[src/rtl/bcc_pkg.sv]
// ----------------------------------------------------------------------------
// bcc_pkg
// shared types and constants of the button click classifier
// ----------------------------------------------------------------------------
package bcc_pkg;

	localparam int unsigned TIME_W   = 32;
	localparam int unsigned THRESH_W = 16;
	localparam int unsigned CODE_W   = 2;
	localparam int unsigned REG_IDX_W = 2;

	typedef logic [TIME_W-1:0]   time_ms_t;
	typedef logic [THRESH_W-1:0] thresh_t;

	typedef enum logic [CODE_W-1:0] {
		EV_NONE   = 2'd0,
		EV_SHORT  = 2'd1,
		EV_DOUBLE = 2'd2,
		EV_LONG   = 2'd3
	} ev_code_t;

	typedef enum logic [REG_IDX_W-1:0] {
		REG_ACTIVE_LOW   = 2'd0,
		REG_DEBOUNCE     = 2'd1,
		REG_LONG_PRESS   = 2'd2,
		REG_DOUBLE_CLICK = 2'd3
	} reg_idx_t;

	localparam logic    RST_ACTIVE_LOW   = 1'b1;
	localparam thresh_t RST_DEBOUNCE     = 16'd50;
	localparam thresh_t RST_LONG_PRESS   = 16'd1000;
	localparam thresh_t RST_DOUBLE_CLICK = 16'd400;

	localparam logic [1:0] CLICKS_FOR_DOUBLE = 2'd2;
	localparam logic [1:0] TALLY_MAX         = 2'd3;

	typedef struct packed {
		logic     raw_level;
		time_ms_t now_ms;
	} sample_t;

	typedef struct packed {
		logic [CODE_W-1:0] event_code;
		logic              debounced_level;
	} result_t;

	typedef struct packed {
		logic [REG_IDX_W-1:0] reg_index;
		thresh_t              wdata;
	} cfg_wr_t;

	typedef struct packed {
		logic    active_low;
		thresh_t debounce_time;
		thresh_t long_press_time;
		thresh_t double_click_window;
	} cfg_t;

endpackage

[src/rtl/bcc_stream_if.sv]
// ----------------------------------------------------------------------------
// bcc_stream_if
// valid/ready channel carrying one payload per transfer
// ----------------------------------------------------------------------------
interface bcc_stream_if #(
	parameter type payload_t = logic
);
	logic     valid;
	logic     ready;
	payload_t payload;

	modport source (output valid, output payload, input ready);
	modport sink   (input valid, input payload, output ready);
endinterface

[src/rtl/button_click_classifier.sv]
// ----------------------------------------------------------------------------
// button_click_classifier
// debounced button input sorted into short, double and long events
// ----------------------------------------------------------------------------
// One poll (raw pin level and a wrapping ms timestamp) enters per transfer on
// sample, and exactly one result (event code, debounced level) leaves on
// result, in order. A poll is taken every cycle when result is not stalled;
// it is held in an input register, is classified in a single pass of
// compare/subtract logic that also updates the button state, and lands in the
// result register, so the rate is one poll per cycle while result is not
// stalled. Registers on cfg: 0 active_low, 1 debounce_time, 2 long_press_time,
// 3 double_click_window; write them only while no poll is in flight.
module button_click_classifier #(
	parameter logic             RstActiveLow   = bcc_pkg::RST_ACTIVE_LOW,
	parameter bcc_pkg::thresh_t RstDebounce    = bcc_pkg::RST_DEBOUNCE,
	parameter bcc_pkg::thresh_t RstLongPress   = bcc_pkg::RST_LONG_PRESS,
	parameter bcc_pkg::thresh_t RstDoubleClick = bcc_pkg::RST_DOUBLE_CLICK
) (
	input  logic         clk,
	input  logic         arst_n,
	bcc_stream_if.sink   sample,
	bcc_stream_if.source result,
	bcc_stream_if.sink   cfg
);

	bcc_pkg::cfg_t     cfg_q;
	bcc_pkg::cfg_wr_t  wr;
	bcc_pkg::sample_t  smp_s1;
	logic              valid_s1;
	logic              out_valid_q;
	bcc_pkg::result_t  out_q;
	logic              advance;
	bcc_pkg::ev_code_t ev;
	logic              stable_level;

	assign wr        = cfg.payload;
	assign cfg.ready = 1'b1;

	always_ff @(posedge clk or negedge arst_n) begin
		if (!arst_n) begin
			cfg_q.active_low          <= RstActiveLow;
			cfg_q.debounce_time       <= RstDebounce;
			cfg_q.long_press_time     <= RstLongPress;
			cfg_q.double_click_window <= RstDoubleClick;
		end else if (cfg.valid) begin
			unique case (bcc_pkg::reg_idx_t'(wr.reg_index))
				bcc_pkg::REG_ACTIVE_LOW:   cfg_q.active_low          <= wr.wdata[0];
				bcc_pkg::REG_DEBOUNCE:     cfg_q.debounce_time       <= wr.wdata;
				bcc_pkg::REG_LONG_PRESS:   cfg_q.long_press_time     <= wr.wdata;
				bcc_pkg::REG_DOUBLE_CLICK: cfg_q.double_click_window <= wr.wdata;
				default: ;
			endcase
		end
	end

	// stage 1 moves on when the result register is free or being emptied
	assign advance      = valid_s1 && (!out_valid_q || result.ready);
	assign sample.ready = !valid_s1 || advance;

	always_ff @(posedge clk or negedge arst_n) begin
		if (!arst_n) begin
			valid_s1 <= 1'b0;
		end else if (sample.ready) begin
			valid_s1 <= sample.valid;
		end
	end

	always_ff @(posedge clk) begin
		if (sample.ready && sample.valid)
			smp_s1 <= sample.payload;
	end

	bcc_core u_core (
		.clk          (clk),
		.arst_n       (arst_n),
		.step         (advance),
		.smp          (smp_s1),
		.cfg          (cfg_q),
		.ev           (ev),
		.stable_level (stable_level)
	);

	always_ff @(posedge clk or negedge arst_n) begin
		if (!arst_n) begin
			out_valid_q <= 1'b0;
		end else if (advance) begin
			out_valid_q <= 1'b1;
		end else if (result.ready) begin
			out_valid_q <= 1'b0;
		end
	end

	always_ff @(posedge clk) begin
		if (advance) begin
			out_q.event_code      <= ev;
			out_q.debounced_level <= stable_level;
		end
	end

	assign result.valid   = out_valid_q;
	assign result.payload = out_q;

endmodule

[src/rtl/bcc_core.sv]
// ----------------------------------------------------------------------------
// bcc_core
// debounce and click classification state, one poll per step
// ----------------------------------------------------------------------------
module bcc_core (
	input  logic                   clk,
	input  logic                   arst_n,
	input  logic                   step,
	input  bcc_pkg::sample_t       smp,
	input  bcc_pkg::cfg_t          cfg,
	output bcc_pkg::ev_code_t      ev,
	output logic                   stable_level
);

	logic              last_sample_q, stable_q, is_pressed_q, long_done_q, awaiting_q;
	logic [1:0]        tally_q;
	bcc_pkg::time_ms_t db_start_q, press_start_q, win_start_q;

	logic              last_sample_d, stable_d, is_pressed_d, long_done_d, awaiting_d;
	logic [1:0]        tally_d;
	bcc_pkg::time_ms_t db_start_d, press_start_d, win_start_d;
	bcc_pkg::ev_code_t ev_d;
	logic              lvl;
	bcc_pkg::time_ms_t db_elapsed, press_elapsed, win_elapsed;

	always_comb begin
		lvl           = smp.raw_level ^ cfg.active_low;
		last_sample_d = lvl;
		db_start_d    = (lvl != last_sample_q) ? smp.now_ms : db_start_q;
		stable_d      = stable_q;
		press_start_d = press_start_q;
		is_pressed_d  = is_pressed_q;
		long_done_d   = long_done_q;
		tally_d       = tally_q;
		awaiting_d    = awaiting_q;
		win_start_d   = win_start_q;
		ev_d          = bcc_pkg::EV_NONE;

		db_elapsed = smp.now_ms - db_start_d;
		if (db_elapsed >= {16'd0, cfg.debounce_time} && lvl != stable_q) begin
			stable_d = lvl;
			if (lvl) begin
				press_start_d = smp.now_ms;
				is_pressed_d  = 1'b1;
				long_done_d   = 1'b0;
			end else begin
				if (is_pressed_q && !long_done_q) begin
					if (tally_q < bcc_pkg::TALLY_MAX)
						tally_d = tally_q + 2'd1;
					if (tally_d == 2'd1) begin
						awaiting_d  = 1'b1;
						win_start_d = smp.now_ms;
					end else if (tally_d >= bcc_pkg::CLICKS_FOR_DOUBLE) begin
						awaiting_d = 1'b0;
						tally_d    = 2'd0;
						ev_d       = bcc_pkg::EV_DOUBLE;
					end
				end
				is_pressed_d = 1'b0;
			end
		end

		press_elapsed = smp.now_ms - press_start_d;
		if (is_pressed_d && !long_done_d &&
		    press_elapsed >= {16'd0, cfg.long_press_time}) begin
			long_done_d = 1'b1;
			awaiting_d  = 1'b0;
			tally_d     = 2'd0;
			if (ev_d == bcc_pkg::EV_NONE)
				ev_d = bcc_pkg::EV_LONG;
		end

		win_elapsed = smp.now_ms - win_start_d;
		if (awaiting_d && !is_pressed_d &&
		    win_elapsed >= {16'd0, cfg.double_click_window}) begin
			awaiting_d = 1'b0;
			tally_d    = 2'd0;
			if (ev_d == bcc_pkg::EV_NONE)
				ev_d = bcc_pkg::EV_SHORT;
		end
	end

	always_ff @(posedge clk or negedge arst_n) begin
		if (!arst_n) begin
			last_sample_q <= 1'b0;
			stable_q      <= 1'b0;
			db_start_q    <= '0;
			press_start_q <= '0;
			is_pressed_q  <= 1'b0;
			long_done_q   <= 1'b0;
			tally_q       <= 2'd0;
			awaiting_q    <= 1'b0;
			win_start_q   <= '0;
		end else if (step) begin
			last_sample_q <= last_sample_d;
			stable_q      <= stable_d;
			db_start_q    <= db_start_d;
			press_start_q <= press_start_d;
			is_pressed_q  <= is_pressed_d;
			long_done_q   <= long_done_d;
			tally_q       <= tally_d;
			awaiting_q    <= awaiting_d;
			win_start_q   <= win_start_d;
		end
	end

	assign ev           = ev_d;
	assign stable_level = stable_d;

endmodule

[src/flat_wrapper.sv]
// flat-port wrapper written by rule: the top's interface ports become plain ports
module button_click_classifier_flat 
#(
	parameter logic             RstActiveLow   = bcc_pkg::RST_ACTIVE_LOW,
	parameter bcc_pkg::thresh_t RstDebounce    = bcc_pkg::RST_DEBOUNCE,
	parameter bcc_pkg::thresh_t RstLongPress   = bcc_pkg::RST_LONG_PRESS,
	parameter bcc_pkg::thresh_t RstDoubleClick = bcc_pkg::RST_DOUBLE_CLICK
)
  (clk, arst_n, sample_valid, sample_payload, sample_ready, result_valid, result_payload, result_ready, cfg_valid, cfg_payload, cfg_ready);
  bcc_stream_if #(.payload_t(bcc_pkg::sample_t)) sample_i ();
  bcc_stream_if #(.payload_t(bcc_pkg::result_t)) result_i ();
  bcc_stream_if #(.payload_t(bcc_pkg::cfg_wr_t)) cfg_i ();
  input  logic clk;
  input  logic arst_n;
  input wire logic [$bits(sample_i.valid)-1:0] sample_valid;
  input wire logic [$bits(sample_i.payload)-1:0] sample_payload;
  output wire logic [$bits(sample_i.ready)-1:0] sample_ready;
  output wire logic [$bits(result_i.valid)-1:0] result_valid;
  output wire logic [$bits(result_i.payload)-1:0] result_payload;
  input wire logic [$bits(result_i.ready)-1:0] result_ready;
  input wire logic [$bits(cfg_i.valid)-1:0] cfg_valid;
  input wire logic [$bits(cfg_i.payload)-1:0] cfg_payload;
  output wire logic [$bits(cfg_i.ready)-1:0] cfg_ready;
  assign sample_i.valid = sample_valid;
  assign sample_i.payload = sample_payload;
  assign sample_ready = sample_i.ready;
  assign result_valid = result_i.valid;
  assign result_payload = result_i.payload;
  assign result_i.ready = result_ready;
  assign cfg_i.valid = cfg_valid;
  assign cfg_i.payload = cfg_payload;
  assign cfg_ready = cfg_i.ready;
  button_click_classifier #(.RstActiveLow(RstActiveLow), .RstDebounce(RstDebounce), .RstLongPress(RstLongPress), .RstDoubleClick(RstDoubleClick)) u_core (.clk(clk), .arst_n(arst_n), .sample(sample_i), .result(result_i), .cfg(cfg_i));
endmodule
[config.mk]
export PLATFORM = sky130hd
export DESIGN_NAME = button_click_classifier_flat
export DESIGN_NICKNAME = d
export VERILOG_FILES = /design/src/rtl/bcc_pkg.sv /design/src/rtl/bcc_stream_if.sv /design/src/rtl/button_click_classifier.sv /design/src/rtl/bcc_core.sv /design/src/flat_wrapper.sv
export SDC_FILE = /design/constraint.sdc
export NUM_CORES = 1
export LEC_CHECK = 0
export ABC_CLOCK_PERIOD_IN_PS = 14350
export CAP_MARGIN = 20
export CORE_ASPECT_RATIO = 1.25
export CORE_MARGIN = 2
export CORE_UTILIZATION = 45
export CTS_BUF_LIST = sky130_fd_sc_hd__clkbuf_4 sky130_fd_sc_hd__clkbuf_8
export CTS_CLUSTER_DIAMETER = 40
export DETAILED_ROUTE_END_ITERATION = 16
export DONT_BUFFER_PORTS = 1
export GPL_TIMING_DRIVEN = 1
export PLACE_DENSITY = 0.69
export SLEW_MARGIN = 25
export SYNTH_ARGS = -nofsm -noshare
export SYNTH_HDL_FRONTEND = slang
export SYNTH_SLANG_ARGS = --single-unit
export TNS_END_PERCENT = 5
[constraint.sdc]
create_clock -name clk -period 14.35 [get_ports clk]
set_clock_uncertainty 0.2 [all_clocks]
set_input_delay 2.87 -clock clk [delete_from_list [all_inputs] [get_ports clk]]
set_output_delay 2.87 -clock clk [all_outputs]
set_load 0.02 [all_outputs]
* Word level (Yosys, flattened, before mapping)
Cells that the tools add are included.
** Storage, ports and cells
- Bits in registers :: 190
- Input bits :: 56
- Output and inout bits :: 6
- Word-level logic and storage cells :: 104
** Cells by class
- Add/sub/neg operators :: 4
- $lt $le $gt $ge :: 5
- Equality and inequality tests :: 7
- Muxes and demuxes :: 42
- Bitwise logic cells :: 1
- Reduce and logical (&&, ||, !) cells :: 26
** Operators with widths (number)
- $mux W32 :: 7
- $ge A32 B16 Y1 :: 3
- $sub A32 B32 Y32 :: 3
- $mux W2 :: 20
- $mux W1 :: 15
- $logic_and A1 B1 Y1 :: 8
- $reduce_and A2 Y1 :: 4
- $logic_not A2 Y1 :: 3
- $reduce_bool A3 Y1 :: 2
- $logic_not A1 Y1 :: 5
- $eq A2 B1 Y1 const B :: 2
- $eq A2 B2 Y1 const B :: 2
- $reduce_and A4 Y1 :: 1
- $ne A3 B1 Y1 const B :: 1
- $add A2 B1 Y2 const B :: 1
- $ge A2 B2 Y1 const B :: 1
- $logic_or A1 B1 Y1 :: 2
- $lt A2 B2 Y1 const B :: 1
- $ne A1 B1 Y1 :: 2
- $reduce_bool A2 Y1 :: 1
- $xor A1 B1 Y1 :: 1

* Longest topological paths before layout
Gate-level depths: netlist of run 1.
- Depth after elaboration :: 19
- Mapped depth :: 61
- Mapped depth without buffers :: 53

* By module
Synthesis of run 1 repeated with hierarchy kept, for this count alone.
** Unflattened totals
- Cells, all modules :: 1648
- Area, all modules :: 15273.4 um^2
** By module, submodules not included
- bcc_core :: instances 1, cells an instance 1497, area each 12086.6 um^2, seq. area each 2577.5 um^2
- button_click_classifier :: instances 1, cells an instance 151, area each 3186.8 um^2, seq. area each 2373.5 um^2

* Worst setup path after synthesis of run 1
No wires, ideal clock.
- Path kind :: reg-to-reg
- Start point :: register u_core.cfg_q[48] in the netlist's numbering
- End point :: register u_core.u_core.long_done_q
- Arrival :: 10741 ps
- Setup slack :: 3288 ps
- Stages on the path, launching flop included :: 58
- Path buffers :: 7
- Period minus slack after synthesis :: 11062 ps
- Cell sequence :: dfstp_2 > xnor3_2 > buf_6 > clkbuf_1 > clkbuf_1 > nand2_1 > o21ai_0 > ha_1 > clkbuf_1 > inv_1 > ha_1 > o32ai_1 > a22oi_2 > a22oi_2 > nand2_1 > xor2_1 > ha_1 > a21o_1 > (+22 left out) > o21ai_0 > a21oi_1 > nor2b_1 > nor2_1 > a31oi_1 > nor2_1 > xnor2_1 > ha_1 > a21o_1 > a211oi_1 > o211ai_1 > nor4_1 > o2111ai_1 > a311oi_2 > o2111ai_1 > nor4_2 > nor2_1 > a22o_1
** Between the ends
- Word-level cells in the longest chain between the ends :: 11
- Elaborated cells between the ends (all ways) :: 19
** RTL lines
- from (decl) :: line button_click_classifier.sv:26 : bcc_pkg::cfg_t cfg_q;
- $xor A1 B1 Y1 :: line bcc_core.sv:27 : lvl = smp.raw_level ^ cfg.active_low;
- $ne A1 B1 Y1 :: line bcc_core.sv:29 : db_start_d = (lvl != last_sample_q) ? smp.now_ms : db_start_q;
- $mux W32 :: line bcc_core.sv:29
- via u_core.u_core.db_start_d[0] :: line bcc_core.sv:21 : bcc_pkg::time_ms_t db_start_d, press_start_d, win_start_d;
- $sub A32 B32 Y32 :: line bcc_core.sv:39 : db_elapsed = smp.now_ms - db_start_d;
- $ge A32 B16 Y1 :: line bcc_core.sv:40 : if (db_elapsed >= {16'd0, cfg.debounce_time} && lvl != stable_q) begin
- $logic_and A1 B1 Y1 :: line bcc_core.sv:40
- $mux W32 :: line bcc_core.sv:40
- via u_core.u_core.press_start_d[0] :: line bcc_core.sv:21
- $sub A32 B32 Y32 :: line bcc_core.sv:63 : press_elapsed = smp.now_ms - press_start_d;
- $ge A32 B16 Y1 :: line bcc_core.sv:65 : press_elapsed >= {16'd0, cfg.long_press_time}) begin
- $logic_and A1 B1 Y1 :: line bcc_core.sv:64 : if (is_pressed_d && !long_done_d &&
- $mux W1 :: line bcc_core.sv:64
- to (signal assigned) :: line bcc_core.sv:100 : long_done_q <= long_done_d;
- to (decl) :: line bcc_core.sv:15 : logic last_sample_q, stable_q, is_pressed_q, long_done_q, awaiting_q;
The timed path passes the listed nets, and every way through them passes these cells.
A chain may end at the register's enable or synchronous reset.

* Worst setup path in the final report of run 1
- Start point :: register u_core.cfg_q[48] in the netlist's numbering
- End point :: register u_core.u_core.tally_q[1]
** Between the ends
- Word-level cells in the longest chain between the ends :: 15
- Elaborated cells between the ends (all ways) :: 34
** RTL lines
- $xor A1 B1 Y1 * :: line bcc_core.sv:27
- $ne A1 B1 Y1 * :: line bcc_core.sv:29
- $mux W32 * :: line bcc_core.sv:29
- via u_core.u_core.db_start_d[0] :: line bcc_core.sv:21
- $sub A32 B32 Y32 * :: line bcc_core.sv:39
- $ge A32 B16 Y1 * :: line bcc_core.sv:40
- $logic_and A1 B1 Y1 * :: line bcc_core.sv:40
- $mux W32 * :: line bcc_core.sv:40
- via u_core.u_core.press_start_d[0] :: line bcc_core.sv:21
- $sub A32 B32 Y32 * :: line bcc_core.sv:63
- $ge A32 B16 Y1 * :: line bcc_core.sv:65
- $logic_and A1 B1 Y1 * :: line bcc_core.sv:64
- $mux W1 :: line bcc_core.sv:64
- $logic_and A1 B1 Y1 (2 in a row) :: line bcc_core.sv:74 : if (awaiting_d && !is_pressed_d &&
- $ne A3 B1 Y1 (no line) or $reduce_bool A3 Y1 (tied branches)
- $reduce_and A4 Y1 (no line)
- to (signal assigned) :: line bcc_core.sv:101 : tally_q <= tally_d;
- to (decl) :: line bcc_core.sv:16 : logic [1:0] tally_q;
Mark *: on every way through the listed nets, which the timed path passes. The rest lies on a longest branch.

==> impl_metrics.py, run 1 <==
metrics = {
    "floorplan": {
        "rows": 75,
        "die_h_um": 209.3,
        "io_pins": 62,
        "core_um2": 33410,
        "start_util": 0.4543,
        "fp.dieW_um": 168.3,
        "dieArea_um2": 35220,
    },
    "worst_setup_path": {
        "start_kind": "flip-flop",
        "endpoint_kind": "flip-flop",
        "arrival_ns": 12.91,
        "critPathRequiredTime_ns": 14.57,
        "slowest_delay_ns": 0.71,
        "cp_max_fo": 26,
        "worst-setup-path-type": "reg -> reg",
        "ff2ff_setup_slack_ns": 1.66,
        "slowest_stage": "xnor3_2",
    },
    "clocking": {
        "cts_hold_buffers": 0,
        "cts_tree": "yes",
        "cts_setup_buffers": 0,
        "clkSlewWorstSetupHoldPaths_ns": 0.09,
        "cts_root_buffer": "clkbuf_8",
        "clock_latency_ns": 0.52,
        "cts_resized": 0,
        "clock_path_buffers": 2,
        "cts_max_level": 4,
        "cts_sinks": 190,
        "cts_buffers": 17,
    },
    "drt": {
        "met1Wirelength_mm": 17.56,
        "postRouteAntennaNets": 0,
        "wl_met3_mm": 1.425,
        "vias_per_cell": 5.995,
        "vias": 12080,
        "routed.top_layer": "met4",
        "wirelength_mm": 40.16,
        "wl_per_cell_um": 19.93,
        "drtPass1Iterations": 5,
        "wl_met2_mm": 19.83,
        "post-route-drc-count": 0,
        "drtIter0Drc": 630,
    },
    "synth": {
        "synth_ff_type": "dfrtp_1",
        "ys_seq_area_frac": 0.3262,
        "yosys_warnings": 0,
        "synthesis.area_um2": 15180,
        "synth_edf_count": 36,
        "syn_avg_cell_area_um2": 9.340,
        "synth.net_count": 1811,
        "yosysTopAreaCell": "dfrtp_1",
        "synth_top_area_frac": 0.2325,
        "synth_top_cells_by_count": "dfrtp_1, mux2_2, ha_1",
        "synthTopCellsByArea": "dfrtp_1, ha_1, mux2_2",
        "ys_seq_elements": 190,
        "async_reset_ff_frac": 0.8105,
        "yosys.cell_types.count": 89,
        "synthCells": 1625,
        "yosysMostFrequentCell": "dfrtp_1",
    },
    "placed_design": {
        "dpl_cell_area_um2": 15480,
        "routabilityCongestion": 1.001,
        "dp_hpwl_mm": 31.32,
        "portBuffers": 0,
    },
    "sta": {
        "totalNegativeSetupSlack_ns": 0,
        "worst_pin_slew_ns": 1.196,
        "slew_viol_final": 0,
        "grt_setup_unrepaired": "no",
        "period_share": 0.8840,
        "fin_crit_ns": 12.69,
        "finalSetupViolations": 0,
        "slew_headroom": 0.2009,
        "maxClockFrequency_mhz": 78.83,
        "finalHoldViolCount": 0,
    },
    "global_route": {
        "gr-total-overflow": 0,
        "grt_pass1_wl_mm": 64.16,
        "grtUsageTotal": 0.2322,
        "grt_max_degree": 155,
        "antenna_found_initial": 0,
        "grt_pass1_vias": 12010,
    },
    "hold_path": {
        "min_path_type": "reg -> reg",
    },
    "cells_and_area": {
        "seqCellArea_um2": 4951,
        "num-fill-cells": 3231,
        "multiInputGateArea_um2": 9651,
        "nNetsFinal": 1765,
        "area_growth_pct": 4.690,
        "final_core_util": 0.4757,
        "diodes": 0,
        "layout-drive-gt1-share": 0.1300,
        "final_area_um2": 15890,
    },
    "power": {
        "p_leak_uw": 0.006959,
        "power_density_nw_per_um2": 213.8,
        "total_power_uw": 3397,
        "ir_drop_mv": 0.09908,
    },
    "outcome": {
        "status": "finished clean",
    },
    "flow_run": {
        "drv_cap": 0,
    },
}
==> per-layer routing <==
metal / GRT usage / vias up
li1: - / 5882
met1: 0.2939 / 5856
met2: 0.4041 / 272
met3: 0.02829 / 70
met4: 0.09126 / 0
met5: 0 / -
==> area by class of cell <==
type,count,share of cell area
multi-input cells,1282,0.6073
repair buffers,6,0.004094
clock inverters,13,0.008268
inverters,82,0.01937
clock buffers,19,0.01606
flip-flops and latches,190,0.3116
well taps,423,0.03331
==> cell usage in the layout, fill, tap and decap left out, types with 8 or more instances in the layout <==
master	count
nor3_1	30
mux2_2	131
o2111ai_1	12
nand2b_1	38
nand3_1	21
xor2_1	32
xnor2_1	46
o211ai_1	9
nor2_1	106
a31oi_1	9
ha_1	128
edfxtp_1	36
a21oi_1	118
o21ai_0	100
nor2b_1	32
a211oi_1	17
dfstp_2	13
nand2_1	112
and2_1	8
a21o_1	35
and3_1	12
o31ai_1	11
mux2i_1	72
o21a_1	22
maj3_1	18
nand4_1	17
inv_1	82
clkbuf_8	18
dfrtp_1	141
==> state kept, by name, indices dropped and copies added (netlist names) <==
signal                       cells
u_core.cfg_q                    49
u_core.result.payload            3
u_core.result.valid              1
u_core.smp_s1                   33
u_core.u_core.awaiting_q         1
u_core.u_core.db_start_q        32
u_core.u_core.is_pressed_q       1
u_core.u_core.last_sample_q      1
u_core.u_core.long_done_q        1
u_core.u_core.press_start_q     32
u_core.u_core.stable_q           1
u_core.u_core.tally_q            2
u_core.u_core.win_start_q       32
u_core.valid_s1                  1
==> power breakdown <==
group / internal, uW / switching [uW]
sequential: 721 / 134
clock: 148 / 204
combinational: 936 / 1250
total: 1810 / 1590
==> logic make-up after synthesis <==
family	after synthesis	share of synthesized area
AO/OA/AOI/OAI	428	0.1841
AND/OR/NAND/NOR	422	0.1373
multiplexers	203	0.1447
flip-flops	190	0.3262
buffers and inverters	153	0.03932
adder cells (fa/ha/maj)	148	0.1200
XOR/XNOR	80	0.04822
other	1	0.0002471
==> stage by stage <==
stage | hold slack, ns | worst slack (ns) | std cells
CTS | 0.2955 | 1.793 | 2014
finish | 0.2894 | 1.665 | 2015
global placement | 0.2629 | 2.212 | 1982
floorplan | 0.2496 | 3.288 | 1625
detailed placement | 0.2755 | 1.844 | 1982
global route | 0.3288 | 0.5708 | 2015
==> critical path: cells and delay by family (launching register included) <==
kind,cells,cell delay [ns]
xor gates and xnor gates,3,1.06
buffers and inverters,4,0.94
and+or+nand+nor,13,3.10
adders and majority gates,6,1.60
DFF,1,0.60
AOI/OAI and AO/OA,23,5.06
==> path summary, 6_finish.rpt <==
kind | from | endpoint | cells after the start
setup / recovery | u_core.cfg_q[48] | u_core.u_core.tally_q[1] | 49
hold / removal | u_core.u_core.press_start_q[0] | u_core.u_core.press_start_q[0] | 2
setup reg to reg | u_core.cfg_q[48] | u_core.u_core.tally_q[1] | 49
hold reg to reg | u_core.u_core.press_start_q[0] | u_core.u_core.press_start_q[0] | 2
max in group asynchronous | arst_n | u_core.cfg_q[48] | 0
min in group asynchronous | arst_n | u_core.cfg_q[3] | 0
No activity file was read; power rests on OpenSTA's default activity.
==> run 2, diff against run 1 <==
CAP_MARGIN = not set   (was 20)
MAX_ROUTING_LAYER = met4   (was not set)
==> run 2 against run 1 <==
Critical endpoint unchanged. Power fell by 0.20%. Largest cell class unchanged. Non-clock buffer count is 2 higher. First-iteration DRC count up 8.4%. Die area did not move. Worst setup slack improved by 0.069 ns. Clock power fell by 4%. Sequential power is essentially flat.
==> impl_metrics.py, run 2 (synthesis results as in run 1) <==
metrics = {
    "outcome": {
        "status": "finished clean",
    },
    "global_route": {
        "grt_pass1_vias": 12300,
        "gr-total-overflow": 0,
        "antenna_found_initial": 0,
        "grt_max_degree": 155,
        "grt_pass1_wl_mm": 64.33,
        "grtUsageTotal": 0.2386,
    },
    "sta": {
        "maxClockFrequency_mhz": 79.27,
        "period_share": 0.8791,
        "finalHoldViolCount": 0,
        "fin_crit_ns": 12.62,
        "grt_setup_unrepaired": "no",
        "totalNegativeSetupSlack_ns": 0,
        "finalHoldWorstSlack_ns": 0.2944,
        "slew_headroom": 0.3315,
        "worst_pin_slew_ns": 0.9775,
        "finalSetupViolations": 0,
        "slew_viol_final": 0,
        "setup_slack_ns": 1.734,
    },
    "clocking": {
        "clkSlewWorstSetupHoldPaths_ns": 0.10,
        "cts_hold_buffers": 0,
        "cts_sinks": 190,
        "clock_latency_ns": 0.51,
        "cts_max_level": 4,
        "clock_path_buffers": 2,
        "cts_setup_buffers": 0,
        "cts_root_buffer": "clkbuf_8",
        "cts_buffers": 17,
        "cts_resized": 0,
        "cts_tree": "yes",
    },
    "worst_setup_path": {
        "crit_path_frequent_cell": "ha_1",
        "endpoint_kind": "flip-flop",
        "slowest_delay_ns": 0.72,
        "arrival_ns": 12.84,
        "slowest_stage": "xnor3_2",
        "path_delay_family": "compound AO/OA/AOI/OAI gates",
        "ff2ff_setup_slack_ns": 1.73,
        "start_kind": "flip-flop",
        "crit_buf_inv": 4,
        "worst-setup-path-type": "reg -> reg",
        "critPathRequiredTime_ns": 14.57,
        "cp_max_fo": 43,
    },
    "drt": {
        "drtPass1Iterations": 5,
        "vias_per_cell": 6.090,
        "wl_per_cell_um": 19.81,
        "post-route-drc-count": 0,
        "drtIter0Drc": 683,
        "vias": 12280,
        "wirelength_mm": 39.95,
        "postRouteAntennaNets": 0,
    },
    "power": {
        "p_leak_uw": 0.006957,
        "total_power_uw": 3390,
        "power_density_nw_per_um2": 213.5,
        "ir_drop_mv": 0.1017,
    },
    "cells_and_area": {
        "largest_reg_flops": 49,
        "layout_commonest_cell": "dfrtp_1",
        "regMostFlops": "u_core.cfg_q",
        "layout-drive-gt1-share": 0.1311,
        "area_growth_pct": 4.633,
        "nNetsFinal": 1767,
        "diodes": 0,
        "top_regs": "u_core.cfg_q (49), u_core.smp_s1 (33)",
        "final_cell_mix": "dfrtp_1, mux2_2, ha_1",
        "final_cells": 2017,
    },
    "floorplan": {
        "start_util": 0.4543,
        "io_pins": 62,
        "die_h_um": 209.3,
        "dieArea_um2": 35220,
        "fp.dieW_um": 168.3,
        "rows": 75,
        "core_um2": 33410,
    },
    "placed_design": {
        "pre_cts_slack_ns": 1.882,
        "dp_hpwl_mm": 30.98,
        "portBuffers": 0,
        "routabilityCongestion": 0.9553,
        "place_inst": 1984,
    },
    "flow_run": {
        "drv_cap": 0,
    },
    "hold_path": {
        "min_path_type": "reg -> reg",
    },
}
[run 2: worst reg2reg max path: cells and delay by family, from the launching register on]
kind                     cells  cell delay (ns)
adder cells (fa/ha/maj)      6             1.69
buffers and inverters        4             0.97
AND/OR/NAND/NOR             18             3.83
AO/OA/AOI/OAI               21             4.26
flip-flops                   1             0.60
XOR/XNOR                     3             0.98
[run 2: layer usage]
| metal | global-route usage | routed length (um) |
|---|---|---|
| met1 | 0.2880 | 17170 |
| met2 | 0.3996 | 19620 |
| met3 | 0.02998 | 1576 |
| met4 | 0.1091 | 1585 |
| met5 | - | 0 |
[run 2: cell type report]
cell class / count / area [um^2]
multi-input combinational: 1282 / 9649
clock inverter: 13 / 102.6
clock buffer: 19 / 261.5
sequential: 190 / 4951
timing repair buffer: 8 / 80.08
inverter: 82 / 307.8
fill: 3195 / 17530
tap: 423 / 529.3
[run 2: through the flow]
step	utilization	area (um^2)
floorplan	-	15180
global placement	0.4637	15490
detailed placement	0.4637	15490
CTS	0.4746	15850
global route	0.4754	15880
finish	0.4754	15880
[run 2: final timing paths]
kind,to,from,cells after the start
worst max-delay path,u_core.u_core.tally_q[1],u_core.cfg_q[48],52
max in group asynchronous,u_core.cfg_q[48],arst_n,0
worst min-delay path,u_core.u_core.press_start_q[4],u_core.u_core.press_start_q[4],2
worst max register to register,u_core.u_core.tally_q[1],u_core.cfg_q[48],52
min in group asynchronous,u_core.cfg_q[2],arst_n,0
worst min register to register,u_core.u_core.press_start_q[4],u_core.u_core.press_start_q[4],2
[run 2: where the power goes]
part           switching [uW]  leakage (uW)  internal, uW  total [uW]
clock                     204      0.000187           133         337
sequential                136       0.00221           721         857
combinational            1260       0.00456           940        2200
total                    1600       0.00696          1790        3390
